### config.mk
export PLATFORM = sky130hd
export DESIGN_NAME = ppct_front
export DESIGN_NICKNAME = d
export VERILOG_FILES = /design/src/rtl/ppct_pkg.sv /design/src/rtl/ppct_front.sv
export SDC_FILE = /design/constraint.sdc
export NUM_CORES = 1
export LEC_CHECK = 0
export BUFFER_PORTS_ARGS = -buffer_cell sky130_fd_sc_hd__buf_4
export CAP_MARGIN = 20
export CORE_MARGIN = 2
export CORE_UTILIZATION = 46
export CTS_CLUSTER_DIAMETER = 80
export DETAILED_ROUTE_END_ITERATION = 7
export MAX_ROUTING_LAYER = met4
export PLACE_DENSITY = 0.69
export SYNTH_ARGS = -nofsm -noshare
export SYNTH_HDL_FRONTEND = slang
export SYNTH_SLANG_ARGS = --single-unit
### constraint.sdc
create_clock -name clk -period 3.4 [get_ports clk]
set_input_delay 0.68 -clock clk [delete_from_list [all_inputs] [get_ports clk]]
set_output_delay 0.68 -clock clk [all_outputs]
set_load 0.005 [all_outputs]
### src/rtl/ppct_pkg.sv
package ppct_pkg;

	localparam int unsigned MaxRowsDef = 64;
	localparam int unsigned MaxColsDef = 16;

	localparam int unsigned RowSelW = 6;
	localparam int unsigned ColSelW = 4;
	localparam int unsigned ValW    = 32;
	localparam int unsigned RowsCfgW = 7;
	localparam int unsigned ColsCfgW = 5;

	// Q16.16 products are Q32.32; sums and shifted bounds fit in this width.
	localparam int unsigned AccW = 96;

	localparam logic [31:0] HalfQ = 32'h0000_8000;

	typedef enum logic [2:0] {
		ACT_COEF  = 3'd0,
		ACT_BOUND = 3'd1,
		ACT_OFFS  = 3'd2,
		ACT_POINT = 3'd3,
		ACT_QUERY = 3'd4
	} action_t;

	typedef enum logic {
		REG_ROWS = 1'b0,
		REG_COLS = 1'b1
	} cfg_reg_t;

	// One accepted item as it travels from the front part to the back part.
	typedef struct packed {
		logic [2:0]         action;
		logic [RowSelW-1:0] row_sel;
		logic [ColSelW-1:0] col_sel;
		logic [ValW-1:0]    value;
		logic               query_kind;
	} cmd_t;

endpackage

### src/rtl/ppct_front.sv
module ppct_front
	import ppct_pkg::*;
#(
	parameter int unsigned QDepth = 2
) (
	input  logic               clk,
	input  logic               arst_n,
	input  logic               start,
	output logic               busy,
	input  logic [2:0]         action,
	input  logic [RowSelW-1:0] row_sel,
	input  logic [ColSelW-1:0] col_sel,
	input  logic [ValW-1:0]    value,
	input  logic               query_kind,
	output logic               cmd_valid,
	output cmd_t               cmd,
	input  logic               cmd_pop
);

	localparam int unsigned PtrW = (QDepth > 1) ? $clog2(QDepth) : 1;

	cmd_t            fifo_q [QDepth];
	logic [PtrW-1:0] wr_q;
	logic [PtrW-1:0] rd_q;
	logic [PtrW:0]   cnt_q;
	logic            push;
	logic            keep;

	// Items that change nothing and give no result are dropped right here.
	always_comb begin
		keep = (action == ACT_COEF) || (action == ACT_BOUND) || (action == ACT_OFFS)
			|| (action == ACT_POINT) || (action == ACT_QUERY);
	end

	assign busy      = (cnt_q == (PtrW+1)'(QDepth));
	assign push      = start && !busy && keep;
	assign cmd_valid = (cnt_q != '0);
	assign cmd       = fifo_q[rd_q];

	always_ff @(posedge clk) begin
		if (push) begin
			fifo_q[wr_q] <= '{action: action, row_sel: row_sel, col_sel: col_sel,
				value: value, query_kind: query_kind};
		end
	end

	always_ff @(posedge clk or negedge arst_n) begin
		if (!arst_n) begin
			wr_q  <= '0;
			rd_q  <= '0;
			cnt_q <= '0;
		end else begin
			if (push) begin
				wr_q <= (wr_q == PtrW'(QDepth-1)) ? '0 : wr_q + 1'b1;
			end
			if (cmd_pop) begin
				rd_q <= (rd_q == PtrW'(QDepth-1)) ? '0 : rd_q + 1'b1;
			end
			cnt_q <= cnt_q + (PtrW+1)'(push) - (PtrW+1)'(cmd_pop);
		end
	end

endmodule

==> summary.md, run 1 <==
| Metric | Value |
|---|---|
| Status | `finished, final reports clean` |
| Crit. End Element | `output pin` |
| Num rows | `32` |
| GRT Util Overall | `between 10% and 20%` |
| # fillers | `565` |
| Clk buf depth | `2` |
| Worst hold path class | `in -> async` |
| Setup TNS | `0 ps` |
| Clk sinks | `96` |
| DPL Wire Length | `a little under 4 mm` |
| Critical Path Fanout Max | `30` |
| FMAX | `approximately 380 MHz` |
| Detail Route Antenna Nets | `0` |
| Port bufs | `97` |
| Final Setup Violations | `0` |
| Period Utilization, post-route | `76.6%` |
| DRC viols | `0` |
| CTS clk-pin slew, worst paths | `90 ps` |
| Synth warn | `0` |
| Minimum hold slack | `between 100 and 150 ps` |
| CTS Buf Count | `9` |
| Most frequent cells in the layout | `97 x buf_4, 92 x edfxtp_1, 30 x mux2_4, 16 x mux2_2, 9 x clkbuf_8` |
| Maximum VDD drop | `roughly 0.37 mV` |
| Wire length per cell after detailed routing | `roughly 16 um` |
| Max-slew headroom | `62.3%` |
| Worst setup margin | `around 790 ps` |
| Post-synthesis area per instance | `between 20 and 25 um2` |
| Vias in the first global route | `~1800` |
| DR vias/cell | `just under 5` |
| Share of layout cells above drive strength 1 | `61.3%` |
| Initial Util | `47.3%` |
| Synth area leaders | `edfxtp_1 76%, mux2_4 12%, mux2_2 4.9%` |
| Share of the synthesized area in the top cell type | `between 70% and 80%` |
| Hold Fails Final Rpt | `0` |
| Maxcap violations | `0` |
| Post-CTS setup buffers | `0` |
| CP arrival | `just under 2000 ps` |
| Antenna fix cells | `0` |
| Startpoint Class | `register` |
| Total Wirelength | `a little under 6 mm` |
| Top Ports | `a little under 100` |
| Syn Nets | `213` |
| Critical setup path kind | `reg -> out` |
| Die width | `93.2 um` |
| Largest net degree at the start of global routing | `32` |
| FF+latch count, synth | `96` |
| PwrDens | `approximately 750 mW/mm2` |
| Area delta synth->final | `30.7%` |
| # hold bufs at CTS | `0` |
| Netlist cell types | `15` |
| Fin crit period | `approximately 2600 ps` |
| Die Y | `about 93 um` |
| Most common cell after layout, fill and taps aside | `buf_4` |
| Htree depth | `3` |
| Worst-skew pair later-pin latency | `about 350 ps` |
| Slew Limit Fails | `0` |
| Via Count | `approximately 1800` |
| Leak | `between 1.5 and 2 nW` |
| Post-Synthesis Cells | `~160` |
| Clk_skew | `between 7 and 8 ps` |
| GPL Wtd Cong | `roughly 0.7` |
| Overflow after GRT | `0` |
| Sequential-to-total area share from yosys stat | `about four fifths` |
| Post_cts resized | `0` |
| Die area | `between 0.008 and 0.009 mm2` |
| Core area | `0.00773 mm2` |
| Clock Root Buffer | `clkbuf_8` |
| Pre-CTS WS | `approximately 1100 ps` |
| Syn Std Cell Area | `0.00366 mm2` |
| Initial antenna violation count | `0` |
| DR pass1 iterations | `4` |
| 1st-iter DRT viols | `55` |
| Area leader, netlist | `edfxtp_1` |
| TritonCTS clock tree | `yes` |
| Nets | `~320` |
| First-pass GRT wire length | `roughly 8.9 mm` |
| Unrepaired setup endpoints after global routing | `false` |
| Required @ worst endpoint | `2720 ps` |
| Transition time at the pin with the least slew margin | `about 570 ps` |
-- worst paths after layout --
check,from,end,slack [ps],cells past startpoint
worst max-delay path,rd_q$_DFFE_PN0P_,cmd[32],790,3
worst min-delay path,arst_n,wr_q$_DFFE_PN0P_,110,1
worst max register to register,cnt_q[1]$_DFF_PN0_,fifo_q[0][28]$_DFFE_PP_,1560,4
worst min register to register,cnt_q[1]$_DFF_PN0_,cnt_q[1]$_DFF_PN0_,500,1
max in group asynchronous,arst_n,rd_q$_DFFE_PN0P_,3170,1
min in group clk,cnt_q[1]$_DFF_PN0_,cnt_q[1]$_DFF_PN0_,500,1
-- where the power goes --
group	internal [mW]	switching, mW
logic	0.693	0.414
registers	1.51	0.108
clock network	0.490	0.376
total	2.70	0.898
-- cells by family (layout without fill, tap and decap cells) --
| group | Yosys count | in the layout | share of synthesized area [%] |
|---|---|---|---|
| AOI/OAI and AO/OA | 1 | 1 | 0.137 |
| muxes | 46 | 46 | 17.2 |
| buffers and inverters | 7 | 117 | 1.57 |
| xor gates and xnor gates | 4 | 4 | 0.958 |
| and+or+nand+nor | 5 | 5 | 1.13 |
| adders and majority gates | 2 | 2 | 0.684 |
| DFF | 96 | 96 | 78.3 |
-- routing by layer --
layer / global-route usage [%] / routed length, um / up-vias
met5: - / 0 / -
met4: 6.25 / 23 / 0
met3: 3.79 / 322 / 3
met2: 23.1 / 2950 / 63
met1: 17.6 / 2590 / 891
li1: - / - / 838
-- state kept, by name, indices dropped and copies added, names as in the netlist --
register and flops:
cnt_q 2, fifo_q 92, rd_q 1, wr_q 1
-- stage by stage --
stage	instances	instance area [um2]	total power [mW]	utilization [%]
5_1_grt	373	4780	3.76	61.8
6_report	373	4780	3.59	61.8
3_3_place_gp	358	4540	2.76	58.7
3_5_place_dp	358	4540	2.78	58.7
2_1_floorplan	161	3660	2.28	-
4_1_cts	373	4780	3.64	61.8
-- layout make-up --
| type | instances | area, um2 | share of cell area [%] |
|---|---|---|---|
| clock buffer | 9 | 124 | 2.59 |
| inverter | 2 | 7.51 | 0.157 |
| tap | 102 | 128 | 2.67 |
| clock inverter | 6 | 115 | 2.41 |
| multi-input combinational | 58 | 752 | 15.7 |
| sequential | 96 | 2860 | 59.9 |
| timing repair buffer | 100 | 788 | 16.5 |
-- critical path, cell delays in order, from the launching register on --
cell and delay (ps):
dfrtp_2 740, buf_12 310, mux2_2 380, buf_4 140
-- Yosys cell counts --
| library cell | count |
|---|---|
| buf_6 | 4 |
| buf_2 | 1 |
| o21ai_0 | 1 |
| mux2_2 | 16 |
| ha_1 | 2 |
| nor2_1 | 2 |
| mux2_4 | 30 |
| and2b_1 | 1 |
| edfxtp_1 | 92 |
| inv_1 | 2 |
| xor2_1 | 1 |
| nand3b_4 | 1 |
| or2_2 | 1 |
| dfrtp_1 | 4 |
| xnor2_1 | 3 |
Power figures use the tool's default switching activity.
==> inputs of run 2 (changes only) <==
--- a/config.mk
+++ b/config.mk
@@ -5,6 +5,7 @@
 export SDC_FILE = /design/constraint.sdc
 export NUM_CORES = 1
 export LEC_CHECK = 0
+export ABC_AREA = 1
 export BUFFER_PORTS_ARGS = -buffer_cell sky130_fd_sc_hd__buf_4
 export CAP_MARGIN = 20
 export CORE_MARGIN = 2
==> constraint.sdc (replaced) <==
create_clock -name clk -period 2.4 [get_ports clk]
set_input_delay 0.48 -clock clk [delete_from_list [all_inputs] [get_ports clk]]
set_output_delay 0.48 -clock clk [all_outputs]
set_load 0.005 [all_outputs]
==> summary.md, run 2 <==
| Metric | Value |
|---|---|
| Status | `finished, final reports clean` |
| Core area | `0.00773 mm2 (unchanged)` |
| Post-synthesis mux area share | `17.2% (-0.035 points)` |
| Total Wirelength | `5.78 mm (-1.9%)` |
| Transition time at the pin with the least slew margin | `357 ps (-209 ps)` |
| Hold path start | `row_sel[1]` |
| Unrepaired setup endpoints after global routing | `false` |
| CTS clk-pin slew, worst paths | `90 ps (about the same)` |
| Required @ worst endpoint | `1920 ps (-800 ps)` |
| DRC viols | `0 (unchanged)` |
| Top Ports | `98 (unchanged)` |
| Final Setup Violations | `0 (unchanged)` |
| Via Count | `1816 (+1.2%)` |
| Share of layout cells above drive strength 1 | `58.7% (-2.5 points)` |
| Die Y | `93.3 um (about the same)` |
| Fin util | `61.5% (-0.37 points)` |
| Synth area leaders | `edfxtp_1 75%, mux2_4 12%, mux2_2 4.9%` |
| Max-slew headroom | `76.2% (+14 points)` |
| # fillers | `572 (+1.2%)` |
| 1st-iter DRT viols | `64 (+16%)` |
| Syn Nets | `223 (+4.7%)` |
| CP bufs+invs | `2 (unchanged)` |
| Clock Root Buffer | `clkbuf_8` |
| Top delay family on crit path | `flip-flops` |
| Num rows | `32 (unchanged)` |
| Compound-cell area share of the yosys netlist | `0.273% (+0.14 points)` |
| Worst-skew pair later-pin latency | `340 ps (about the same)` |
| Die area | `0.00870 mm2 (+0.19%)` |
| CTS Buf Count | `9 (unchanged)` |
| GRT Util Overall | `13.7% (-0.79 points)` |
| Clk_skew | `6.87 ps (-0.285 ps)` |
| Crit. End Element | `output pin` |
| Area leader, netlist | `edfxtp_1` |
| Antenna fix cells | `0 (unchanged)` |
| Vias in the first global route | `1762 (-3.8%)` |
| Leak | `1.89 nW (+1.2%)` |
| Netlist cell types | `15 (unchanged)` |
| Largest net degree at the start of global routing | `28 (-13%)` |
| Initial antenna violation count | `0 (unchanged)` |
| Syn Std Cell Area | `0.00366 mm2 (+0.21%)` |
| Setup crit start | `rd_q$_DFFE_PN0P_` |
| Die width | `93.3 um (about the same)` |
| Top-count cell post-synth | `edfxtp_1` |
| XOR/XNOR share of the synthesized area | `0.478% (-0.48 points)` |
| Post-synth top cells | `92 x edfxtp_1, 30 x mux2_4, 16 x mux2_2` |
| FMAX | `around 450 MHz` |
| Maxcap violations | `0 (unchanged)` |
| Most Frequent Cell on Critical Path | `buf_4` |
| Area share of and/or/nand/nor cells after synthesis | `1.06% (-0.071 points)` |
| Wire length per cell after detailed routing | `14.9 um (-5.7%)` |
| Detail Route Antenna Nets | `0 (unchanged)` |
| Post-synthesis area per instance | `21.4 um2 (-5.7%)` |
| Critical Path Fanout Max | `18 (-40%)` |
| Biggest register | `fifo_q` |
| Synth Area in Adders | `0.683% (-0.0014 points)` |
| Startpoint Class | `register` |
| CP arrival | `1730 ps (-200 ps)` |
| Max reg flops | `92 (unchanged)` |
| Hold Fails Final Rpt | `0 (unchanged)` |
| Area delta synth->final | `29.6%` |
| Worst setup margin | `190 ps (-604 ps)` |
| Slowest stage delay, CP | `610 ps (-130 ps)` |
| Sequential-to-total area share from yosys stat | `78.1% (-0.16 points)` |
| Initial Util | `47.4% (+0.097 points)` |
| Htree depth | `3 (unchanged)` |
| Most common cell after layout, fill and taps aside | `buf_4` |
| Post-Synthesis Cells | `171 (+6.2%)` |
| PwrDens | `1030 mW/mm2 (+36%)` |
| DR pass1 iterations | `4 (unchanged)` |
| Reg2Reg Launch Point | `cnt_q[0]$_DFF_PN0_` |
| Maximum VDD drop | `0.658 mV (+78%)` |
| Slew Limit Fails | `0 (unchanged)` |
| Post-synth EDFFs | `92 (unchanged)` |
| Synth warn | `0 (unchanged)` |
| DR vias/cell | `4.68 (-2.7%)` |
| Multi-input logic area | `729 um2 (-3.0%)` |
| Primary FF master, synth | `edfxtp_1` |
| Clk sinks | `96 (unchanged)` |
| Finished Layout Cells | `388 (+4.0%)` |
| Biggest regs | `fifo_q: 92 flops, cnt_q: 2 flops` |
| Nets | `333 (+4.4%)` |
| Async SR Flop Fraction | `4.17% (unchanged)` |
| Critical Path Slowest Stage Cell | `dfrtp_4` |
| Port bufs | `97 (unchanged)` |
| Share of the synthesized area in the top cell type | `75.4% (-0.15 points)` |
| Largest family of logic cells by synthesized area | `multiplexers` |
| Clk buf depth | `2 (unchanged)` |
| Period Utilization, post-route | `92.1%` |
| DPL Wire Length | `3.95 mm (-0.60%)` |
| First-pass GRT wire length | `8.54 mm (-4.5%)` |
| FF+latch count, synth | `96 (unchanged)` |
| Setup TNS | `0 ps (unchanged)` |
| GPL Wtd Cong | `0.742 (+8.4%)` |
| Worst hold path class | `in -> reg` |
| Critical setup path kind | `reg -> out` |
| Crit-path cells | `buf_4 > mux2_2 > buf_4` |
| TritonCTS clock tree | `yes` |
| Register area | `0.00287 mm2 (about the same)` |
| Minimum hold slack | `313 ps (+199 ps)` |
| Most frequent cells in the layout | `102 x buf_4, 92 x edfxtp_1, 30 x mux2_4, 16 x mux2_2, 9 x clkbuf_8` |
| Pre-CTS WS | `445 ps (-612 ps)` |
| Fin crit period | `2210 ps` |
| Overflow after GRT | `0 (unchanged)` |
| # placed instances | `371 (+3.6%)` |
-- run 2: where the power goes --
part / switching (mW) / internal [mW] / leakage [nW]
combinational: 0.604 / 0.957 / 0.905
sequential: 0.133 / 2.14 / 0.891
clock: 0.549 / 0.491 / 0.0966
-- run 2: stage by stage --
| step | cell area, um2 | power, mW |
|---|---|---|
| final | 4750 | 4.88 |
| after global routing | 4750 | 5.13 |
| after detailed placement | 4540 | 3.91 |
| after global placement | 4540 | 3.88 |
| after floorplan | 3670 | 3.21 |
| after CTS | 4750 | 4.94 |
-- run 2: cells by family after synthesis --
logic type	count (synthesis)
muxes	46
buffers and inverters	13
adders and majority gates	2
xor gates and xnor gates	2
AOI/OAI and AO/OA	2
DFF	96
and+or+nand+nor	10
-- run 2: layer usage --
| metal | up-vias | wire (um) | GRT usage (%) |
|---|---|---|---|
| met3 | 0 | 385 | 5.08 |
| li1 | 870 | - | - |
| met2 | 72 | 2830 | 20.1 |
| met4 | 0 | 0 | 3.31 |
| met5 | - | 0 | - |
| met1 | 874 | 2560 | 18.3 |
-- run 2: final timing paths --
kind                                      endpoint  slack (ps)  cells after the start
setup / recovery                           cmd[30]         190                      3
setup reg to reg           fifo_q[1][11]$_DFFE_PP_         760                      5
hold reg to reg                   wr_q$_DFFE_PN0P_         490                      2
hold / removal             fifo_q[1][38]$_DFFE_PP_         310                      1
min in group asynchronous         wr_q$_DFFE_PN0P_         470                      2
max in group asynchronous         rd_q$_DFFE_PN0P_        1810                      2
-- run 2: final cells by class --
| class | instances | area share, % |
|---|---|---|
| tap | 102 | 2.69 |
| clock buffer | 9 | 2.61 |
| clock inverter | 7 | 1.61 |
| inverter | 8 | 0.632 |
| timing repair buffer | 104 | 16.8 |
| multi-input combinational | 62 | 15.4 |
| sequential | 96 | 60.4 |
-- run 2: what timing repair did --
item | in CTS | in global routing
hold buffers | 1 | 0
gates resized for setup | 0 | 1
setup endpoints to repair | 0 | 1
buffers inserted | 0 | 0
endpoints found under the hold margin | 4 | 0
==> inputs of run 3 (changes only) <==
--- a/config.mk
+++ b/config.mk
@@ -6,14 +6,14 @@
 export NUM_CORES = 1
 export LEC_CHECK = 0
 export ABC_AREA = 1
-export BUFFER_PORTS_ARGS = -buffer_cell sky130_fd_sc_hd__buf_4
 export CAP_MARGIN = 20
-export CORE_MARGIN = 2
+export CORE_MARGIN = 1
 export CORE_UTILIZATION = 46
 export CTS_CLUSTER_DIAMETER = 80
 export DETAILED_ROUTE_END_ITERATION = 7
+export DONT_BUFFER_PORTS = 1
 export MAX_ROUTING_LAYER = met4
-export PLACE_DENSITY = 0.69
+export PLACE_DENSITY = 0.59
 export SYNTH_ARGS = -nofsm -noshare
 export SYNTH_HDL_FRONTEND = slang
 export SYNTH_SLANG_ARGS = --single-unit
==> summary.md, run 3 (synthesis gave the netlist of run 2 again) <==
| Metric | Value |
|---|---|
| Clk sinks | `96 (unchanged)` |
| Clk_skew | `9.67 ps (+2.80 ps)` |
| DR pass1 iterations | `4 (unchanged)` |
| Biggest regs | `fifo_q: 92 flops, cnt_q: 2 flops` |
| Vias in the first global route | `1549 (-12%)` |
| Maximum VDD drop | `0.481 mV (-27%)` |
| Most frequent cells in the layout | `92 x edfxtp_1, 30 x mux2_4, 16 x mux2_2, 9 x clkbuf_8` |
| Num rows | `32 (unchanged)` |
| # hold bufs at CTS | `1 (unchanged)` |
| Startpoint Class | `register` |
| DPL Wire Length | `3.70 mm (-6.3%)` |
| Max-slew headroom | `76.5% (+0.35 points)` |
| Die Y | `91.3 um (-2.1%)` |
| Met1 GRT Util | `13.7% (-4.6 points)` |
| Top delay family on crit path | `flip-flops` |
| Overflow after GRT | `0 (unchanged)` |
| Minimum hold slack | `204 ps (-109 ps)` |
| CP arrival | `1470 ps (-260 ps)` |
| Final Cell Area | `0.00402 mm2 (-15%)` |
| Final Setup Violations | `0 (unchanged)` |
| Wire length per cell after detailed routing | `18.5 um (+24%)` |
| WHS Path Cells | `1 (unchanged)` |
| Hold Fails Final Rpt | `0 (unchanged)` |
| Critical Path Slowest Stage Cell | `dfrtp_2` |
| Worst setup margin | `448 ps (+257 ps)` |
| Unrepaired setup endpoints after global routing | `false` |
| Max reg flops | `92 (unchanged)` |
| # fillers | `592 (+3.5%)` |
| Clk buf depth | `2 (unchanged)` |
| Slowest stage delay, CP | `400 ps (-210 ps)` |
| CP bufs+invs | `1 (-1)` |
| Worst-skew pair later-pin latency | `350 ps (about the same)` |
| Switching Share | `27.0% (+0.69 points)` |
| Required @ worst endpoint | `1920 ps (about the same)` |
| TritonCTS clock tree | `yes` |
| Slew Limit Fails | `0 (unchanged)` |
| Setup TNS | `0 ps (unchanged)` |
| Met2 Usage GRT | `24.1% (+3.9 points)` |
| Share of layout cells above drive strength 1 | `37.6% (-21 points)` |
| Hold path start | `cmd_pop` |
| Biggest register | `fifo_q` |
| Status | `finished, final reports clean` |
| Die width | `91.3 um (-2.1%)` |
| Maxcap violations | `0 (unchanged)` |
| Die area | `0.00833 mm2 (-4.2%)` |
| Met3 usage | `6.95% (+1.9 points)` |
| Sw Pwr | `1.18 mW (-8.0%)` |
| Area delta synth->final | `9.80%` |
| Leak | `1.42 nW (-25%)` |
| Initial Util | `47.4% (unchanged)` |
| Most common cell after layout, fill and taps aside | `edfxtp_1` |
| Internal | `3.19 mW (-11%)` |
| RR Endpoint | `fifo_q[1][7]$_DFFE_PP_` |
| Crit. End Element | `output pin` |
| Critical setup path kind | `reg -> out` |
| Finished Layout Cells | `291 (-25%)` |
| Combinational share of power | `25.5% (-6.5 points)` |
| Hold path endpoint | `rd_q$_DFFE_PN0P_` |
| PwrDens | `1090 mW/mm2 (+5.9%)` |
| CTS clk-pin slew, worst paths | `90 ps (about the same)` |
| Clock Power Share | `23.7% (+2.4 points)` |
| Total Wirelength | `5.39 mm (-6.6%)` |
| Nets | `236 (-29%)` |
| Worst reg-to-reg setup slack | `800 ps (+40 ps)` |
| Via Count | `1476 (-19%)` |
| Htree depth | `3 (unchanged)` |
| Port bufs | `0 (-100%)` |
| Reg2Reg Launch Point | `cnt_q[1]$_DFF_PN0_` |
| Transition time at the pin with the least slew margin | `348 ps (-8.99 ps)` |
| GRT busiest layer | `met2` |
| Crit-path cells | `buf_4 > mux2_2` |
| DR vias/cell | `5.07 (+8.4%)` |
| DRC viols | `0 (unchanged)` |
| Worst hold path class | `in -> reg` |
| Critical Path Fanout Max | `18 (unchanged)` |
| Antenna fix cells | `0 (unchanged)` |
| Largest net degree at the start of global routing | `30 (+7.1%)` |
| GRT Util Overall | `14.0% (+0.33 points)` |
| Fin crit period | `1950 ps (-257 ps)` |
| Post_cts resized | `0 (unchanged)` |
| GPL Wtd Cong | `0.693 (-6.6%)` |
| First-pass GRT wire length | `8.15 mm (-4.6%)` |
| Core area | `0.00773 mm2 (unchanged)` |
| Detail Route Antenna Nets | `0 (unchanged)` |
| Post-CTS setup buffers | `0 (unchanged)` |
| # placed instances | `274 (-26%)` |
| Period Utilization, post-route | `81.3% (-11 points)` |
| Cell count of the worst reg-to-reg path | `4 (-1)` |
| Top Ports | `98 (unchanged)` |
| FMAX | `512 MHz (+13%)` |
| Part of the power in registers | `50.8% (+4.1 points)` |
| Dpl cell area | `0.00381 mm2 (-16%)` |
| CTS Buf Count | `9 (unchanged)` |
| Initial antenna violation count | `0 (unchanged)` |
| 1st-iter DRT viols | `74 (+16%)` |
| Clock Root Buffer | `clkbuf_8` |
| Pre-CTS WS | `621 ps (+176 ps)` |
[run 3: changes by cell type in the layout (fill, tap and decap cells not counted), sizes merged]
cell	previous run	this run
buf	103	6
clkinv	1	2
clkinvlp	2	3
inv	11	9
[run 3: layout make-up]
cell class	count	area [um2]	area share (%)
inverter	8	30.0	0.746
clock inverter	7	81.3	2.02
sequential	96	2860	71.2
timing repair buffer	7	67.6	1.68
clock buffer	9	124	3.08
multi-input combinational	62	729	18.1
tap	102	128	3.17
[run 3: through the flow]
stage	total power, mW	utilization [%]
global route	4.59	52.1
detailed placement	3.40	49.3
global placement	3.37	49.3
finish	4.37	52.1
floorplan	3.21	-
CTS	4.45	52.1
[run 3: worst max-delay path by stage]
stage | from | cells past startpoint | endpoint
2_1_floorplan | action[1] | 3 | fifo_q[0][0]$_DFFE_PP_
3_3_place_gp | action[1] | 4 | fifo_q[1][5]$_DFFE_PP_
3_5_place_dp | action[1] | 4 | fifo_q[1][13]$_DFFE_PP_
4_1_cts | rd_q$_DFFE_PN0P_ | 2 | cmd[31]
5_1_grt | rd_q$_DFFE_PN0P_ | 2 | cmd[32]
6_report | rd_q$_DFFE_PN0P_ | 2 | cmd[32]
[run 3: layer usage]
metal / wire length (um) / vias to the layer above
met3: 491 / 6
met4: 51 / 0
met2: 2870 / 63
met1: 1980 / 732
met5: 0 / -
li1: - / 675
[run 3: power by group through the flow]
| stage | Sequential, mW | Combinational (mW) | Clock, mW |
|---|---|---|---|
| finish | 2.22 | 1.12 | 1.04 |
| global route | 2.24 | 1.21 | 1.13 |
| CTS | 2.23 | 1.15 | 1.08 |
| detailed placement | 2.26 | 1.14 | 0 |
| global placement | 2.25 | 1.12 | 0 |
| floorplan | 2.24 | 0.973 | 0 |
